$ cat src/sv/uaet_pkg.sv
// Package for the unverified admission evict table.
// Holds the transaction structs, opcode/status/state enums and defaults.
// No dependencies.
`default_nettype none
package uaet_pkg;

	localparam int TABLE_ENTRIES_DEF = 32;
	localparam int KEY_BITS_DEF      = 64;
	localparam int CAP_W             = 6;
	localparam logic [CAP_W-1:0] TOTAL_CAP_RST  = 6'd16;
	localparam logic [CAP_W-1:0] SENDER_CAP_RST = 6'd8;

	// configuration register indexes
	localparam logic CFG_TOTAL_CAP  = 1'b0;
	localparam logic CFG_SENDER_CAP = 1'b1;

	typedef enum logic [1:0] {
		OP_INSERT = 2'd0,
		OP_REMOVE = 2'd1,
		OP_SETVER = 2'd2,
		OP_NONE   = 2'd3
	} uaet_op_t;

	typedef enum logic [2:0] {
		ST_INSERTED  = 3'd0,
		ST_DUPLICATE = 3'd1,
		ST_REMOVED   = 3'd2,
		ST_UPDATED   = 3'd3,
		ST_NOT_FOUND = 3'd4,
		ST_FULL      = 3'd5,
		ST_NO_VICTIM = 3'd6
	} uaet_status_t;

	localparam logic KIND_EVICT = 1'b0;
	localparam logic KIND_FINAL = 1'b1;

	typedef enum logic [2:0] {
		S_IDLE,
		S_SCAN,
		S_DECIDE,
		S_PICK,
		S_EVICT
	} uaet_state_t;

	typedef struct packed {
		logic [1:0]  operation;
		logic [63:0] message_key;
		logic [63:0] sender_key;
		logic        verified;
	} uaet_req_t;

	typedef struct packed {
		logic        kind;
		logic [2:0]  status;
		logic [63:0] evicted_key;
		logic        last;
	} uaet_rsp_t;

	// per-cell control from the sequencer
	typedef struct packed {
		logic clr;     // clear match counter and seen flag
		logic step;    // compare against the probe this cycle
		logic earlier; // probe index is below this cell
		logic shift;   // take the neighbor's entry
		logic load;    // take the new entry
		logic setver;  // overwrite the verified flag
	} uaet_cell_ctl_t;

endpackage
`default_nettype wire

$ cat src/sv/uaet_cell.sv
// One slot of the table: entry storage plus sender match counter.
// Depends on uaet_pkg.
`default_nettype none
module uaet_cell #(
	parameter int KEY_BITS = uaet_pkg::KEY_BITS_DEF,
	parameter int CW       = 6
) (
	input  wire logic                    clk,
	input  wire uaet_pkg::uaet_cell_ctl_t ctl,
	input  wire logic [KEY_BITS-1:0]     nxt_key,
	input  wire logic [KEY_BITS-1:0]     nxt_sender,
	input  wire logic                    nxt_ver,
	input  wire logic [KEY_BITS-1:0]     new_key,
	input  wire logic [KEY_BITS-1:0]     new_sender,
	input  wire logic                    new_ver,
	input  wire logic [KEY_BITS-1:0]     probe_sender,
	input  wire logic                    probe_unv,
	output logic [KEY_BITS-1:0]          key,
	output logic [KEY_BITS-1:0]          sender,
	output logic                         ver,
	output logic [CW-1:0]                cnt,
	output logic                         seen
);
	logic [KEY_BITS-1:0] key_q, sender_q;
	logic                ver_q, seen_q;
	logic [CW-1:0]       cnt_q;
	logic                hit;

	assign hit = ctl.step && probe_unv && (probe_sender == sender_q);

	// entry storage: load, compaction shift, flag update
	always_ff @(posedge clk) begin
		if (ctl.load) begin
			key_q    <= new_key;
			sender_q <= new_sender;
			ver_q    <= new_ver;
		end else if (ctl.shift) begin
			key_q    <= nxt_key;
			sender_q <= nxt_sender;
			ver_q    <= nxt_ver;
		end else if (ctl.setver) begin
			ver_q <= new_ver;
		end
	end

	// unverified same-sender count and earlier-sender flag
	always_ff @(posedge clk) begin
		if (ctl.clr) begin
			cnt_q  <= '0;
			seen_q <= 1'b0;
		end else if (hit) begin
			cnt_q <= cnt_q + CW'(1);
			if (ctl.earlier) begin
				seen_q <= 1'b1;
			end
		end
	end

	assign key    = key_q;
	assign sender = sender_q;
	assign ver    = ver_q;
	assign cnt    = cnt_q;
	assign seen   = seen_q;
endmodule
`default_nettype wire

$ cat config.mk
export PLATFORM = sky130hd
export DESIGN_NAME = uaet_cell
export DESIGN_NICKNAME = d
export VERILOG_FILES = /design/src/sv/uaet_pkg.sv /design/src/sv/uaet_cell.sv
export SDC_FILE = /design/constraint.sdc
export NUM_CORES = 1
export LEC_CHECK = 0
export BUFFER_PORTS_ARGS = -buffer_cell sky130_fd_sc_hd__buf_2
export CAP_MARGIN = 20
export CORE_AREA = 2 2 184 186
export CTS_CLUSTER_DIAMETER = 120
export DETAILED_ROUTE_END_ITERATION = 10
export DIE_AREA = 0 0 186 188
export SYNTH_ARGS = -nofsm -noshare
export SYNTH_HDL_FRONTEND = slang
export SYNTH_SLANG_ARGS = --single-unit
$ cat constraint.sdc
create_clock -name clk -period 3.3 [get_ports clk]
set_input_delay 0.165 -clock clk [delete_from_list [all_inputs] [get_ports clk]]
set_output_delay 0.165 -clock clk [all_outputs]
set_load 0.005 [all_outputs]
==> results of run 1 <==
## metal layers
layer,wire (µm),track usage [%],vias to the layer above
met1,9510,14.5,2715
met5,41,0,-
li1,-,-,2759
met4,541,4.82,6
met3,2090,5.55,33
met2,12100,24.0,308
## sequential cells by signal (all words and copies together), names as in the netlist
| signal | flops |
|---|---|
| sender | 64 |
| key | 64 |
| cnt | 6 |
| seen | 1 |
| ver | 1 |
## logic make-up after synthesis
kind of cell,Yosys count,share of synthesized area [%]
AO/OA/AOI/OAI,23,2.64
XOR/XNOR,45,6.03
buffers and inverters,29,1.68
flip-flops,136,61.4
multiplexers,130,22.4
adder cells (fa/ha/maj),1,0.191
AND/OR/NAND/NOR,59,5.68
## Yosys cell counts, drive strengths merged, types with 2 or more instances
cell type | count | area (µm²)
mux2 | 130 | 1460
inv | 12 | 45.0
xor2 | 36 | 315
nor4 | 12 | 87.6
nor2b | 14 | 87.6
and2b | 2 | 15.0
nand4 | 3 | 18.8
clkbuf | 12 | 45.0
and3 | 2 | 12.5
o31ai | 3 | 22.5
xnor2 | 9 | 78.8
o22ai | 3 | 18.8
buf | 5 | 20.0
o2111ai | 2 | 17.5
a2111oi | 2 | 20.0
edfxtp | 129 | 3870
or4 | 4 | 30.0
a21oi | 5 | 25.0
nand3 | 6 | 35.0
o21ai | 2 | 10.0
dfxtp | 7 | 140
nor2 | 3 | 11.3
a2111o | 3 | 33.8
nand2b | 6 | 37.5
or3 | 2 | 13.8
nand2 | 3 | 11.3
## worst max-delay path, cell delays in order (launching register included)
cell and delay [ns]:
edfxtp_1 0.40, xor2_1 0.17, nor4_1 0.43, nand4_1 0.21, or4_1 0.65, or4_1 0.52
a21oi_1 0.14
## cells in the final DEF (no fill, tap or decap), types with 2 or more instances in the layout
| master | n |
|---|---|
| a2111o_1 | 3 |
| a2111oi_1 | 2 |
| a21oi_1 | 5 |
| and2b_1 | 2 |
| and3_1 | 2 |
| buf_12 | 2 |
| buf_2 | 464 |
| buf_4 | 2 |
| clkbuf_16 | 17 |
| clkinv_2 | 2 |
| clkinv_4 | 2 |
| clkinvlp_4 | 3 |
| dfxtp_1 | 7 |
| dlygate4sd3_1 | 96 |
| edfxtp_1 | 129 |
| inv_1 | 12 |
| inv_6 | 5 |
| mux2_2 | 130 |
| nand2_1 | 3 |
| nand2b_1 | 6 |
| nand3_1 | 5 |
| nand4_1 | 3 |
| nor2_1 | 3 |
| nor2b_1 | 14 |
| nor4_1 | 10 |
| nor4_2 | 2 |
| o2111ai_1 | 2 |
| o21ai_0 | 2 |
| o22ai_1 | 3 |
| o31ai_1 | 3 |
| or4_1 | 4 |
| xnor2_1 | 9 |
| xor2_1 | 36 |
## final cells by class
cell class | instances | area (µm²)
Tap cell | 448 | 561
Sequential cell | 136 | 4010
Antenna cell | 1 | 2.50
Timing Repair Buffer | 565 | 3350
Clock buffer | 18 | 429
Clock inverter | 13 | 97.6
Fill cell | 3286 | 22200
Inverter | 12 | 45.0
Multi-Input combinational cell | 258 | 2420
## power by group through the flow
stage | clock network, mW | registers [mW] | logic [mW]
4_1_cts | 1.83 | 2.19 | 0.893
3_5_place_dp | 0 | 2.23 | 0.788
6_report | 1.75 | 2.19 | 0.885
5_1_grt | 1.89 | 2.21 | 0.966
3_3_place_gp | 0 | 2.22 | 0.783
2_1_floorplan | 0 | 2.24 | 0.280
## worst max path at each step
stage	startpoint	end	slack, ns
floorplan	ctl[1]	key[0]$_DFFE_PP_	0.28
CTS	sender[52]$_DFFE_PP_	cnt[3]$_SDFFE_PP0P_	0.66
detailed placement	sender[52]$_DFFE_PP_	cnt[3]$_SDFFE_PP0P_	0.68
global route	sender[52]$_DFFE_PP_	seen$_SDFFE_PP0P_	0.55
global placement	sender[52]$_DFFE_PP_	cnt[3]$_SDFFE_PP0P_	0.74
finish	sender[56]$_DFFE_PP_	cnt[3]$_SDFFE_PP0P_	0.72
## what timing repair did
action,CTS,global route
buffers inserted,0,0
endpoints found under the hold margin,64,0
gates resized for setup,0,0
hold buffers,96,0
==> flow_summary.yaml, run 1 <==
run_status:
  outcome: "finished, final reports clean"
sta:
  timing.final.crit_share_pct: 78.2
  setup_viol: 0
  worstMarginPinSlew_ns: 0.735
  worst_rel_slew_slack_pct: 51.0
  hold_violations: 0
  grt_setup_unrepaired: "no"
  holdWs_ns: 0.0409
  achievable-frequency_ghz: 0.388
  clock_skew_ns: 0.00915
  final_number_of_max_transition_violations: 0
  setup-tns-final_ns: 0
  finalWorstSetupSlack_ns: 0.720
  finalWorstPathRequiredPeriod_ns: 2.58
global_routing:
  grt_max_degree: 129
  global_route_overflow: 0
  gr-usage-all-layers_pct: 13.6
  number_of_global_route_vias_before_repair: 6267
  grt_first_pass_wirelength_mm: 34.8
  antenna_found_initial: 4
worst_hold_path:
  worst_hold_path_type: "primary input to flop"
  min_delay_worst_endpoint: "key[53]$_DFFE_PP_"
  hold-path-cell-count: 2
  min_from: "new_key[53]"
finish:
  final_core_utilization_pct: 33.0
  nNetsFinal: 1321
  final_cell_count_no_fill: 1451
  post_route_cells_drive_above_1_share_pct: 63.2
  final_design_area_no_fill_mm2: 0.0109
  area_growth_syn_to_layout_pct: 66.9
floorplan:
  placementRows: 67
  die_width_um: 186
  die-area_mm2: 0.0350
  initial_utilization_pct: 19.7
  placeableCoreArea_mm2: 0.0331
  number_of_placed_i_o_pins: 466
  die_y_um: 188
power:
  switching_share_pct: 25.6
  post-layout-total-power_mw: 4.82
  cellLeakagePower_nw: 4.78
  power.net_switching_mw: 1.24
  p_int_mw: 3.59
  pwr-share-clk_pct: 36.2
  peakVddDrop_mv: 0.336
  pwr_density_cell_mw_per_mm2: 442
  fraction_of_power_consumed_by_combinational_cells_pct: 18.4
  seq_power_share_pct: 45.4
clock_tree:
  clock_tree_sinks: 136
  ctsRootBufferMaster: "clkbuf_16"
  clkLatencyLatePin_ns: 0.43
  cts.clk_slew.worst_paths_ns: 0.06
  tritoncts.num_buffers: 17
  clockBufferDepth: 2
  cts_tree: "done"
  cts_htree_levels: 4
synthesis:
  synth_flop_cell: "edfxtp_1"
  synth_nets: 754
  netlist_instances: 423
  post_synth_edffs: 129
  postSynthAreaPerCell_um2: 15.5
  synth_cell_type_count: 36
  share_of_the_yosys_chip_area_belonging_to_registers_pct: 61.4
  async_reset_ff_share_pct: 0
  yosys_warnings: 0
  yosys_register_bits: 136
  synthesis.area_mm2: 0.00654
placement:
  gpl.final_weighted_congestion: 0.790
  placed_area_mm2: 0.00943
  place_ws_ns: 0.675
  portBuffers: 465
  placed_cells_incl_taps: 1323
  dp.final_hpwl_mm: 18.7
route:
  route.final.wire_length_mm: 24.3
  routed_via_density: 4.01
  route.vias.total: 5821
  drtPass1Iterations: 5
  postRouteAntennaNets: 0
  drt-initial-drc-count: 139
  routedWlPerCell_um: 16.7
  post-route-drc-count: 0
setup_path:
  capture_instance_of_the_worst_register_to_register_path: "cnt[3]$_SDFFE_PP0P_"
  timing.rr.start: "sender[56]$_DFFE_PP_"
  timing.setup.critical_path_class: "flop to flop"
  critical_path_arrival_ns: 2.95
  data_required_critical_path_ns: 3.67
  startpoint_type: "flop"
  setup.worst_path.end_class: "flop"
  r2r_setup_slack_ns: 0.72
  worst_r2r_path_depth: 6
  cp_max_fo: 9
job:
  timing.max_cap.violations: 0
Power figures use the tool's default switching activity.
==> run 2: changes to the inputs <==
Settings changed: CORE_AREA 2 2 184 186 to 2 2 182 184, DIE_AREA 0 0 186 188 to 0 0 184 186.
Clock period 3.3 ns to 2.26 ns, I/O delays scaled along.
==> run 2 against run 1 <==
- the flow now finishes with violations (negative setup slack)
- highest routed layer unchanged
- clock power increased by 83%
- final cell count up 3.0%
- design area increased by 8.2%
- sequential power increased by 46%
- flip-flop and latch count did not move
- global-route usage increased by 1.2 points
- wire length grew 9.9%
- critical path depth is 2 higher
- non-clock buffer count rose by 79
- fmax is 6.1% higher
- core utilization up 3.7 points
==> flow_summary.yaml, run 2 (same netlist as run 1, synthesis figures left out) <==
sta:
  setup_viol: 6
  finalWorstSetupSlack_ns: -0.171
  hold_violations: 0
  final_number_of_max_transition_violations: 0
  holdWs_ns: 0.0186
  grt_setup_unrepaired: "yes"
  timing.final.crit_share_pct: 108
  worst_rel_slew_slack_pct: 70.5
  achievable-frequency_ghz: 0.411
  finalWorstPathRequiredPeriod_ns: 2.43
  clock_skew_ns: 0.0169
  worstMarginPinSlew_ns: 0.443
floorplan:
  number_of_placed_i_o_pins: 466
  placeableCoreArea_mm2: 0.0322
  die_y_um: 186
  die_width_um: 184
  placementRows: 66
  initial_utilization_pct: 20.3
  die-area_mm2: 0.0342
finish:
  multi_input_comb_area_mm2: 0.00247
  final_cell_count_no_fill: 1494
  nNetsFinal: 1400
  fillerInstances: 3157
  commonest_non_fill_non_tap_cell_in_the_layout: "buf_2"
  post_route_cells_drive_above_1_share_pct: 62.3
  final_core_utilization_pct: 36.7
  layout.area.seq_mm2: 0.00401
  layout.cells.most_common_list: "buf_2, dlygate4sd3_1, mux2_2, edfxtp_1, xor2_1"
  area_growth_syn_to_layout_pct: 80.6
setup_path:
  critPathMostFrequentCell: "or4_4"
  startpoint_type: "flop"
  worst_path_dominant_cell_family: "simple AND/OR/NAND/NOR gates"
  crit_path_cell_trace: "xor2_1 > nor4_2 > buf_4 > nand4_1 > buf_6 > or4_4 > or4_4 > a21oi_2"
  critical_path_arrival_ns: 2.78
  cpMaxStageDelayCell: "or4_4"
  setup.worst_path.end_class: "flop"
  worst-path-buf-inv: 2
  data_required_critical_path_ns: 2.61
  cp_slowest_stage_delay_ns: 0.51
  timing.setup.critical_path_class: "flop to flop"
  cp_max_fo: 6
clock_tree:
  clkLatencyLatePin_ns: 0.42
  cts_tree: "done"
  clock_tree_sinks: 136
  ctsRootBufferMaster: "clkbuf_16"
  clockBufferDepth: 2
  tritoncts.num_buffers: 17
  cts_htree_levels: 4
  cts.clk_slew.worst_paths_ns: 0.07
power:
  peakVddDrop_mv: 0.430
  post-layout-total-power_mw: 7.87
  pwr_density_cell_mw_per_mm2: 666
  cellLeakagePower_nw: 5.20
global_routing:
  global_route_overflow: 0
  number_of_global_route_vias_before_repair: 6573
  gr-usage-all-layers_pct: 14.8
  antenna_found_initial: 7
  grt_max_degree: 62
  grt_first_pass_wirelength_mm: 37.1
route:
  routed_via_density: 4.12
  drt-initial-drc-count: 216
  drtPass1Iterations: 4
  route.vias.total: 6161
  routedWlPerCell_um: 17.8
  postRouteAntennaNets: 0
  post-route-drc-count: 0
  route.final.wire_length_mm: 26.7
job:
  timing.max_cap.violations: 0
placement:
  gpl.final_weighted_congestion: 0.796
  placed_cells_incl_taps: 1309
  portBuffers: 465
  place_ws_ns: -0.436
  dp.final_hpwl_mm: 20.3
run_status:
  outcome: "finished, violations left"
  failed_checks: "negative setup slack"
worst_hold_path:
  worst_hold_path_type: "primary input to flop"
run 2: cell types whose count changed in the layout (fill, tap and decap cells not counted), moves of 4 or more:
cell / before / now
dlygate4sd3_1: 96 / 146
buf_4: 2 / 27
bufinv_16: 0 / 5
diode_2: 1 / 5
run 2: timing repair:
item | 4_1_cts | 5_1_grt
endpoints found under the setup margin | 6 | 6
pin swaps | 9 | 2
hold buffers | 143 | 3
setup buffers | 3 | 0
gates resized for setup | 8 | 6
endpoints found under the hold margin | 91 | 3
run 2: final timing paths:
check | depth (start not counted) | slack [ns] | startpoint | endpoint
max | 8 | -0.17 | sender[22]$_DFFE_PP_ | cnt[2]$_SDFFE_PP0P_
min reg2reg | 2 | 0.52 | cnt[4]$_SDFFE_PP0P_ | cnt[4]$_SDFFE_PP0P_
max reg2reg | 8 | -0.17 | sender[22]$_DFFE_PP_ | cnt[2]$_SDFFE_PP0P_
min | 2 | 0.02 | new_key[36] | key[36]$_DFFE_PP_
run 2: per-layer routing:
metal	track usage, %	wire [µm]
met3	5.11	2090
met1	15.2	9960
met4	4.54	548
met2	28.2	14000
met5	0	40
run 2: final cells by class:
class / count / area share [%]
inverters: 12 / 0.381
diodes: 5 / 0.106
clock buffers: 18 / 3.63
multi-input cells: 258 / 20.9
clock inverters: 13 / 1.84
flip-flops and latches: 136 / 34.0
repair buffers: 644 / 34.8
well taps: 408 / 4.32
run 2: per-stage QoR:
step	TNS, ns	cell area, µm²
final	-0.678	11800
after global routing	-1.67	11800
after CTS	-1.18	11700
after detailed placement	-1.93	9610
after global placement	-1.77	9610
after floorplan	0	6540
run 2: where the power goes:
| part | internal, mW | switching, mW | total (mW) |
|---|---|---|---|
| sequential | 3.07 | 0.123 | 3.19 |
| combinational | 0.886 | 0.589 | 1.48 |
| clock | 1.98 | 1.22 | 3.20 |
| total | 5.93 | 1.94 | 7.87 |
run 2: worst register-to-register path: cells and delay by family (launching register included):
family | cells | cell delay [ns]
AND/OR/NAND/NOR | 4 | 1.34
buffers and inverters | 2 | 0.31
XOR/XNOR | 1 | 0.19
flip-flops | 1 | 0.41
AO/OA/AOI/OAI | 1 | 0.12
==> run 3: changes to the inputs <==
Settings changed: BUFFER_PORTS_ARGS -buffer_cell sky130_fd_sc_hd__buf_2 to default, CORE_AREA 2 2 182 184 to 2 2 180 182, DIE_AREA 0 0 184 186 to 0 0 182 184, DONT_BUFFER_PORTS from default to 1.
==> run 3 against run 2 <==
- the flow now stops in clock tree synthesis
- synthesized area stayed put
- synthesized cell count did not move
==> flow_summary.yaml, run 3 <==
synthesis:
  yosysTopAreaCellShare_pct: 59.2
  share_of_the_yosys_chip_area_belonging_to_registers_pct: 61.4
  synth_largest_area_cell: "edfxtp_1"
  yosys_register_bits: 136
  synth_flop_cell: "edfxtp_1"
  synthMostInstantiatedCell: "mux2_2"
  synth_nets: 754
  netlist_instances: 423
  yosys-top-cells-area: "edfxtp_1, mux2_2, xor2_1, dfxtp_1, nor2b_1"
  netlist_top_cells_count: "mux2_2, edfxtp_1, xor2_1, nor2b_1"
  synth_cell_type_count: 36
  postSynthAreaPerCell_um2: 15.5
  post_synth_edffs: 129
  synthesis.area_mm2: 0.00654
  yosys_warnings: 0
  async_reset_ff_share_pct: 0
floorplan:
  initial_utilization_pct: 20.8
  number_of_placed_i_o_pins: 466
  die_width_um: 182
  placementRows: 65
  die_y_um: 184
placement:
  placed_cells_incl_taps: 893
  dp.final_hpwl_mm: 17.9
  gpl.final_weighted_congestion: 0.796
  placed_area_mm2: 0.00765
  portBuffers: 0
clock_tree:
  tritoncts.num_buffers: 17
  clockBufferDepth: 2
  post_cts_resized: 7
  post_cts_setup_inserts: 1
  clock_tree_sinks: 136
  ctsHoldBuffers: 187
  ctsRootBufferMaster: "clkbuf_16"
  cts_htree_levels: 4
run_status:
  lastStage: "clock tree synthesis"
  outcome: "aborted with a tool error"
  firstError: "[ERROR RSZ-0060] Max buffer count reached."
-- run 3: cell counts after synthesis --
No cell type changed its count.
-- run 3: metrics by stage --
| stage | hold WS (ns) | util, % | setup TNS, ns | setup WS [ns] |
|---|---|---|---|---|
| after detailed placement | 0.185 | 24.4 | -1.74 | -0.391 |
| after global placement | 0.185 | 24.4 | -1.74 | -0.403 |
| after floorplan | 0.264 | - | 0 | 0.0269 |
-- run 3: cells by family after synthesis --
logic type / share of synthesized area (%)
xor gates and xnor gates: 6.03
adders and majority gates: 0.191
AOI/OAI and AO/OA: 2.64
DFF: 61.4
buffers and inverters: 1.68
and+or+nand+nor: 5.68
muxes: 22.4
==> run 4: changes to the inputs <==
Settings changed: CORE_AREA 2 2 180 182 to 2 2 183 185, CTS_CLUSTER_DIAMETER 120 to default, DIE_AREA 0 0 182 184 to 0 0 185 187, PLACE_DENSITY_LB_ADDON from default to 0.15.
Clock period 2.26 ns to 2.9 ns, I/O delays scaled along.
==> run 4 against run 3 <==
- the run again fails in clock tree synthesis
- synthesized area stayed put
- synthesized cell count unchanged
==> flow_summary.yaml, run 4 <==
synthesis:
  yosys.area_share.simple_pct: 5.68
  synth_top_family_by_area: "multiplexers"
  yosys_warnings: 0
  synth_area_in_compound_gates_pct: 2.64
  synth_cell_type_count: 36
  synth-adder-area-share_pct: 0.191
  share_of_the_yosys_chip_area_belonging_to_registers_pct: 61.4
  synthesis.area_mm2: 0.00654
  synthMostInstantiatedCell: "mux2_2"
  synth.area.mux_share_pct: 22.4
  yosys-top-cells-area: "edfxtp_1, mux2_2, xor2_1, dfxtp_1, nor2b_1"
  synth-xor-area-share_pct: 6.03
  netlist_top_cells_count: "mux2_2, edfxtp_1, xor2_1, nor2b_1"
  netlist_instances: 423
  yosys_register_bits: 136
  synth_flop_cell: "edfxtp_1"
  async_reset_ff_share_pct: 0
  synth_largest_area_cell: "edfxtp_1"
  yosysTopAreaCellShare_pct: 59.2
  post_synth_edffs: 129
  postSynthAreaPerCell_um2: 15.5
  synth_nets: 754
floorplan:
  placementRows: 67
  initial_utilization_pct: 19.9
  die_y_um: 187
  die_width_um: 185
  number_of_placed_i_o_pins: 466
placement:
  gpl.final_weighted_congestion: 0.789
  place_ws_ns: 0.00738
  dp.final_hpwl_mm: 16.1
  placed_area_mm2: 0.00710
  portBuffers: 0
clock_tree:
  clockBufferDepth: 2
  clock_tree_sinks: 136
  ctsHoldBuffers: 180
  post_cts_setup_inserts: 0
  cts_htree_levels: 4
  post_cts_resized: 1
  tritoncts.num_buffers: 17
  ctsRootBufferMaster: "clkbuf_16"
run_status:
  lastStage: "clock tree synthesis"
  outcome: "aborted with a tool error"
  firstError: "[ERROR RSZ-0060] Max buffer count reached."
## run 4: cell counts after synthesis
Identical to the previous run, type by type.
## run 4: kinds of logic after synthesis
family,after synthesis
buffers and inverters,29
and+or+nand+nor,59
DFF,136
muxes,130
adders and majority gates,1
AOI/OAI and AO/OA,23
xor gates and xnor gates,45
## run 4: stage by stage
step | hold WS (ns) | utilization [%] | cells
floorplan | 0.296 | - | 423
global placement | 0.219 | 21.6 | 859
detailed placement | 0.219 | 21.6 | 859
